`config.mk`:
```
export PLATFORM = sky130hd
export DESIGN_NAME = rmpc_verdict
export DESIGN_NICKNAME = d
export VERILOG_FILES = /design/src/rtl/core/rmpc_pkg.sv /design/src/rtl/core/rmpc_verdict.sv
export SDC_FILE = /design/constraint.sdc
export NUM_CORES = 1
export LEC_CHECK = 0
export BUFFER_PORTS_ARGS = -buffer_cell sky130_fd_sc_hd__clkbuf_2
export CAP_MARGIN = 20
export CORE_AREA = 2 2 39 41
export DETAILED_ROUTE_END_ITERATION = 6
export DIE_AREA = 0 0 41 43
export GPL_TIMING_DRIVEN = 0
export PLACE_DENSITY = 0.58
export SLEW_MARGIN = 20
export SYNTH_ARGS = -nofsm -noshare
export SYNTH_HDL_FRONTEND = slang
export SYNTH_SLANG_ARGS = --single-unit
```
`constraint.sdc`:
```
create_clock -name clk -period 1.21 [get_ports clk]
set_input_delay 0.0605 -clock clk [delete_from_list [all_inputs] [get_ports clk]]
set_output_delay 0.0605 -clock clk [all_outputs]
set_load 0.05 [all_outputs]
```
`src/rtl/core/rmpc_pkg.sv`:
```
// Package for the RPC method path checker: codes, tracker state type,
// character classes, the identifier grammar step and the reserved name table.
// No dependencies.
package rmpc_pkg;

  localparam logic [7:0] CHAR_SLASH = 8'h2f;
  localparam logic [7:0] CHAR_DOT   = 8'h2e;

  // Length of the reserved name "__default__"; an overlong path never matches it.
  localparam logic [3:0] DEFAULT_NAME_LEN = 4'd11;
  localparam logic [3:0] INDEX_MAX        = 4'd15;

  typedef enum logic [2:0] {
    ERR_EMPTY         = 3'd0,
    ERR_LEADING_SLASH = 3'd1,
    ERR_NO_SLASH      = 3'd2,
    ERR_EMPTY_METHOD  = 3'd3,
    ERR_EXTRA_SLASH   = 3'd4,
    ERR_NO_DOT        = 3'd5,
    ERR_FORMAT        = 3'd6
  } err_code_t;

  typedef enum logic [2:0] {
    GS_ID0_START = 3'd0,
    GS_ID0_BODY  = 3'd1,
    GS_SEG_START = 3'd2,
    GS_SEG_BODY  = 3'd3,
    GS_M_START   = 3'd4,
    GS_M_BODY    = 3'd5,
    GS_FAIL      = 3'd6
  } gram_state_t;

  typedef struct packed {
    logic        default_match;
    logic [3:0]  byte_index;
    logic [1:0]  slash_count;
    logic        dot_before_slash;
    logic        first_was_slash;
    logic        prev_was_slash;
    gram_state_t grammar_state;
  } path_state_t;

  localparam path_state_t PATH_STATE_RESET = '{
    default_match:    1'b1,
    byte_index:       4'd0,
    slash_count:      2'd0,
    dot_before_slash: 1'b0,
    first_was_slash:  1'b0,
    prev_was_slash:   1'b0,
    grammar_state:    GS_ID0_START
  };

  function automatic logic is_id_start(input logic [7:0] c);
    return c inside {[8'h61:8'h7a], [8'h41:8'h5a], 8'h5f};
  endfunction

  function automatic logic is_id_char(input logic [7:0] c);
    return is_id_start(c) || (c inside {[8'h30:8'h39]});
  endfunction

  function automatic gram_state_t grammar_next(input gram_state_t s, input logic [7:0] c);
    gram_state_t n;
    n = GS_FAIL;
    case (s)
      GS_ID0_START: n = is_id_start(c) ? GS_ID0_BODY : GS_FAIL;
      GS_ID0_BODY: begin
        if (is_id_char(c))      n = GS_ID0_BODY;
        else if (c == CHAR_DOT) n = GS_SEG_START;
        else                    n = GS_FAIL;
      end
      GS_SEG_START: n = is_id_start(c) ? GS_SEG_BODY : GS_FAIL;
      GS_SEG_BODY: begin
        if (is_id_char(c))        n = GS_SEG_BODY;
        else if (c == CHAR_DOT)   n = GS_SEG_START;
        else if (c == CHAR_SLASH) n = GS_M_START;
        else                      n = GS_FAIL;
      end
      GS_M_START: n = is_id_start(c) ? GS_M_BODY : GS_FAIL;
      GS_M_BODY:  n = is_id_char(c) ? GS_M_BODY : GS_FAIL;
      default:    n = GS_FAIL;
    endcase
    return n;
  endfunction

  // "__default__" padded with zero bytes
  function automatic logic [7:0] reserved_byte(input logic [3:0] idx);
    logic [7:0] b;
    case (idx)
      4'd0:    b = 8'h5f;
      4'd1:    b = 8'h5f;
      4'd2:    b = 8'h64;
      4'd3:    b = 8'h65;
      4'd4:    b = 8'h66;
      4'd5:    b = 8'h61;
      4'd6:    b = 8'h75;
      4'd7:    b = 8'h6c;
      4'd8:    b = 8'h74;
      4'd9:    b = 8'h5f;
      4'd10:   b = 8'h5f;
      default: b = 8'h00;
    endcase
    return b;
  endfunction

endpackage

```
`src/rtl/core/rmpc_verdict.sv`:
```
// Final check of a finished path and the result register toward the master side.
// Depends on rmpc_pkg.
module rmpc_verdict (
  input  logic                  clk,
  input  logic                  rst,
  input  logic                  load,
  input  rmpc_pkg::path_state_t fin,
  input  logic                  m_tready,
  output logic                  m_tvalid,
  output logic [7:0]            m_tdata
);

  logic                valid_res;
  rmpc_pkg::err_code_t err;
  logic                res_valid;
  rmpc_pkg::err_code_t res_err;

  always_comb begin
    valid_res = 1'b0;
    err       = rmpc_pkg::ERR_EMPTY;
    if (fin.default_match && fin.byte_index == rmpc_pkg::DEFAULT_NAME_LEN)
      valid_res = 1'b1;
    else if (fin.byte_index == 4'd0)
      err = rmpc_pkg::ERR_EMPTY;
    else if (fin.first_was_slash)
      err = rmpc_pkg::ERR_LEADING_SLASH;
    else if (fin.slash_count == 2'd0)
      err = rmpc_pkg::ERR_NO_SLASH;
    else if (fin.slash_count == 2'd1 && fin.prev_was_slash)
      err = rmpc_pkg::ERR_EMPTY_METHOD;
    else if (fin.slash_count >= 2'd2)
      err = rmpc_pkg::ERR_EXTRA_SLASH;
    else if (!fin.dot_before_slash)
      err = rmpc_pkg::ERR_NO_DOT;
    else if (fin.grammar_state != rmpc_pkg::GS_M_BODY)
      err = rmpc_pkg::ERR_FORMAT;
    else
      valid_res = 1'b1;
    if (valid_res)
      err = rmpc_pkg::ERR_EMPTY;
  end

  always_ff @(posedge clk) begin
    if (rst) begin
      m_tvalid <= 1'b0;
    end else if (load) begin
      m_tvalid <= 1'b1;
    end else if (m_tready) begin
      m_tvalid <= 1'b0;
    end
  end

  always_ff @(posedge clk) begin
    if (load) begin
      res_valid <= valid_res;
      res_err   <= err;
    end
  end

  assign m_tdata = {4'd0, res_err, res_valid};

endmodule

```
==> metrics.md <==
| Metric | Value |
|---|---|
| Synthesized area per cell | `9.889 um2` |
| Worst min path class | `primary input to register` |
| Post-route DRC violation count | `0` |
| Final Max Slew Viols | `0` |
| Number of register bits inferred by synthesis | `5` |
| Overall track demand over capacity in global routing | `7.646%` |
| Fraction of final layout cells with drive strength greater than 1 | `53.33%` |
| Clk Latency, worst-skew pair | `0.24 ns` |
| DRC violation total after the first TritonRoute iteration | `1` |
| RR Startpoint | `m_tvalid` |
| Number of vias in the routed layout | `304` |
| Highest attainable clock frequency | `991.1 MHz` |
| Count of buffers inserted at the top-level ports | `21` |
| Clock Tree Buf Depth | `2` |
| Clock tree from TritonCTS | `done` |
| Hold path cells | `4` |
| Count of TritonRoute iterations in the first routing pass | `2` |
| Antenna diode count | `0` |
| Global route overflow | `0` |
| Root buf cell | `sky130_fd_sc_hd__clkbuf_4` |
| Clock slew at reported path FFs | `0.04 ns` |
| Layout Nets | `78` |
| Gp weighted congestion | `0.6445` |
| Reg2Reg Depth | `2` |
| Library cell with the largest summed area after synthesis | `sky130_fd_sc_hd__edfxtp_1` |
| Source of the worst hold timing path | `m_tready` |
| Unrepaired setup endpoints after global routing | `false` |
| Number of global-route vias before repair | `287` |
| Cell row count | `14` |
| Maximum vdd drop | `262.4 uV` |
| Total wirelength of the detailed-routed design | `586 um` |
| Die area | `0.001763 mm2` |
| Power Total | `552.0 uW` |
| Setup Skew | `0 ns` |
| Worst-path fanout max | `1` |
| DR WL/cell | `7.711 um` |
| First-pass GRT wire length | `910 um` |
| Top post-synthesis cells by area | `sky130_fd_sc_hd__edfxtp_1 (39%), sky130_fd_sc_hd__buf_4 (12%), sky130_fd_sc_hd__dfxtp_1 (6.5%), sky130_fd_sc_hd__nand2b_1 (4.1%), sky130_fd_sc_hd__inv_1 (3.7%)` |
| Post-synthesis cell count | `31` |
| Synth top area share | `39.18%` |
| Kind of capture point of the worst setup path | `primary output` |
| Count of warnings emitted by yosys | `0` |
| Count of endpoints failing hold in the final timing report | `0` |
| Run status | `finished, final reports clean` |
| Number of levels in the clock H-tree | `1` |
| Initial core utilization | `22.15%` |
| Register-to-register path setup slack | `0.64 ns` |
| Die height | `43 um` |
| Post-Route Setup TNS | `0 ns` |
| Data required time of the worst path | `1.15 ns` |
| Most used cells in the layout excluding fill and tap cells | `sky130_fd_sc_hd__clkbuf_2 (21), sky130_fd_sc_hd__buf_4 (5), sky130_fd_sc_hd__conb_1 (4), sky130_fd_sc_hd__edfxtp_1 (4)` |
| Worst setup path startpoint | `res_valid` |
| DRT antenna net count | `0` |
| Width of the chip | `41 um` |
| Commonest non-fill, non-tap cell in the layout | `sky130_fd_sc_hd__clkbuf_2` |
| Largest net degree at the start of global routing | `6` |
| # setup viols final | `0` |
| Number of ports placed on the die boundary | `26` |
| Core outline area | `0.001384 mm2` |
| Worst endpoint data arrival time | `0.95 ns` |
| Post-synthesis instance area | `306.5 um2` |
| Setup CP Type | `register to primary output` |
| Number of cells upsized or downsized after cts | `0` |
| Startpoint class of the critical path | `register` |
| Count of maximum capacitance violations | `0` |
| Count of cell types in the netlist | `18` |
| Power density over the cells | `1152 mW/mm2` |
| Final Cycle Share | `83.39%` |
| Proportion of synthesized chip area in sequential cells | `45.71%` |
| TritonCTS Buffers | `3` |
| Synthesis-to-finish area growth | `56.33%` |
| TritonCTS Sinks | `5` |
| Via density per instance | `4.000` |
| Number of antenna violations at the first check in global routing | `0` |
| Pleak | `0.0002422 uW` |
| Final Critical Period | `1.009 ns` |
==> critical path, cell delays in order (launching register included) <==
cell and delay, ns:
sky130_fd_sc_hd__edfxtp_1 0.36, sky130_fd_sc_hd__buf_4 0.13, sky130_fd_sc_hd__clkbuf_2 0.22
==> cell families after synthesis <==
family,synth area share [%]
and+or+nand+nor,23.27
buffers and inverters,15.92
AOI/OAI and AO/OA,13.88
DFF,45.72
other,1.223
==> per-layer routing <==
metal | routed length [um] | track usage (%) | up-vias | share of wire, %
met5 | 0 | 0 | - | 0
met3 | 53 | 3.141 | 0 | 9.0
met2 | 347 | 15.31 | 11 | 59
met1 | 185 | 4.854 | 131 | 32
li1 | - | - | 162 | -
met4 | 0 | 4.000 | 0 | 0
==> flip-flops by register name, indices dropped and copies added (netlist names) <==
| register | cells |
|---|---|
| res_err | 3 |
| m_tvalid | 1 |
| res_valid | 1 |
==> power breakdown <==
group          total [uW]  internal, uW  switching (uW)
logic                 159          53.9             105
registers             205           201            3.38
clock network         188           124            63.8
==> through the flow <==
step / hold WS (ns) / cell area, um2 / setup WS (ns) / util [%] / instances
2_1_floorplan: 0.1329 / 317.8 / 0.1589 / - / 34
3_3_place_gp: 0.2192 / 442.9 / 0.04005 / 32.01 / 71
3_5_place_dp: 0.2243 / 442.9 / 0.02527 / 32.01 / 71
4_1_cts: 0.1031 / 479.2 / 0.1875 / 34.63 / 76
5_1_grt: 0.1075 / 479.2 / 0.1519 / 34.63 / 76
6_report: 0.1034 / 479.2 / 0.2010 / 34.63 / 76
==> final cells by class <==
type | instances | area, um2
fill | 156 | 904.6
sequential | 5 | 140.1
multi-input combinational | 21 | 128.9
timing repair buffer | 22 | 115.1
buffer | 5 | 37.54
clock buffer | 4 | 26.28
tap | 16 | 20.02
inverter | 3 | 11.26
==> timing repair <==
item                      4_1_cts  5_1_grt
hold endpoints to repair        1        0
buffers inserted                0        0
hold buffers                    1        0
==> worst paths after layout <==
| check | end |
|---|---|
| min reg2reg | m_tvalid |
| max | m_tdata[0] |
| min | m_tvalid |
| max reg2reg | m_tvalid |
==> cell usage after synthesis <==
| cell | number |
|---|---|
| sky130_fd_sc_hd__dfxtp_1 | 1 |
| sky130_fd_sc_hd__a31o_2 | 1 |
| sky130_fd_sc_hd__edfxtp_1 | 4 |
| sky130_fd_sc_hd__a31o_1 | 1 |
| sky130_fd_sc_hd__nor3b_1 | 1 |
| sky130_fd_sc_hd__a21oi_1 | 2 |
| sky130_fd_sc_hd__and3b_2 | 1 |
| sky130_fd_sc_hd__or4_4 | 1 |
| sky130_fd_sc_hd__o211ai_1 | 1 |
| sky130_fd_sc_hd__nand4_1 | 1 |
| sky130_fd_sc_hd__nor2_1 | 3 |
| sky130_fd_sc_hd__inv_1 | 3 |
| sky130_fd_sc_hd__buf_4 | 5 |
| sky130_fd_sc_hd__nand3b_1 | 1 |
| sky130_fd_sc_hd__nor3_1 | 1 |
| sky130_fd_sc_hd__conb_1 | 1 |
| sky130_fd_sc_hd__nand2b_1 | 2 |
| sky130_fd_sc_hd__a211oi_1 | 1 |
(Power assumes the default switching activity.)
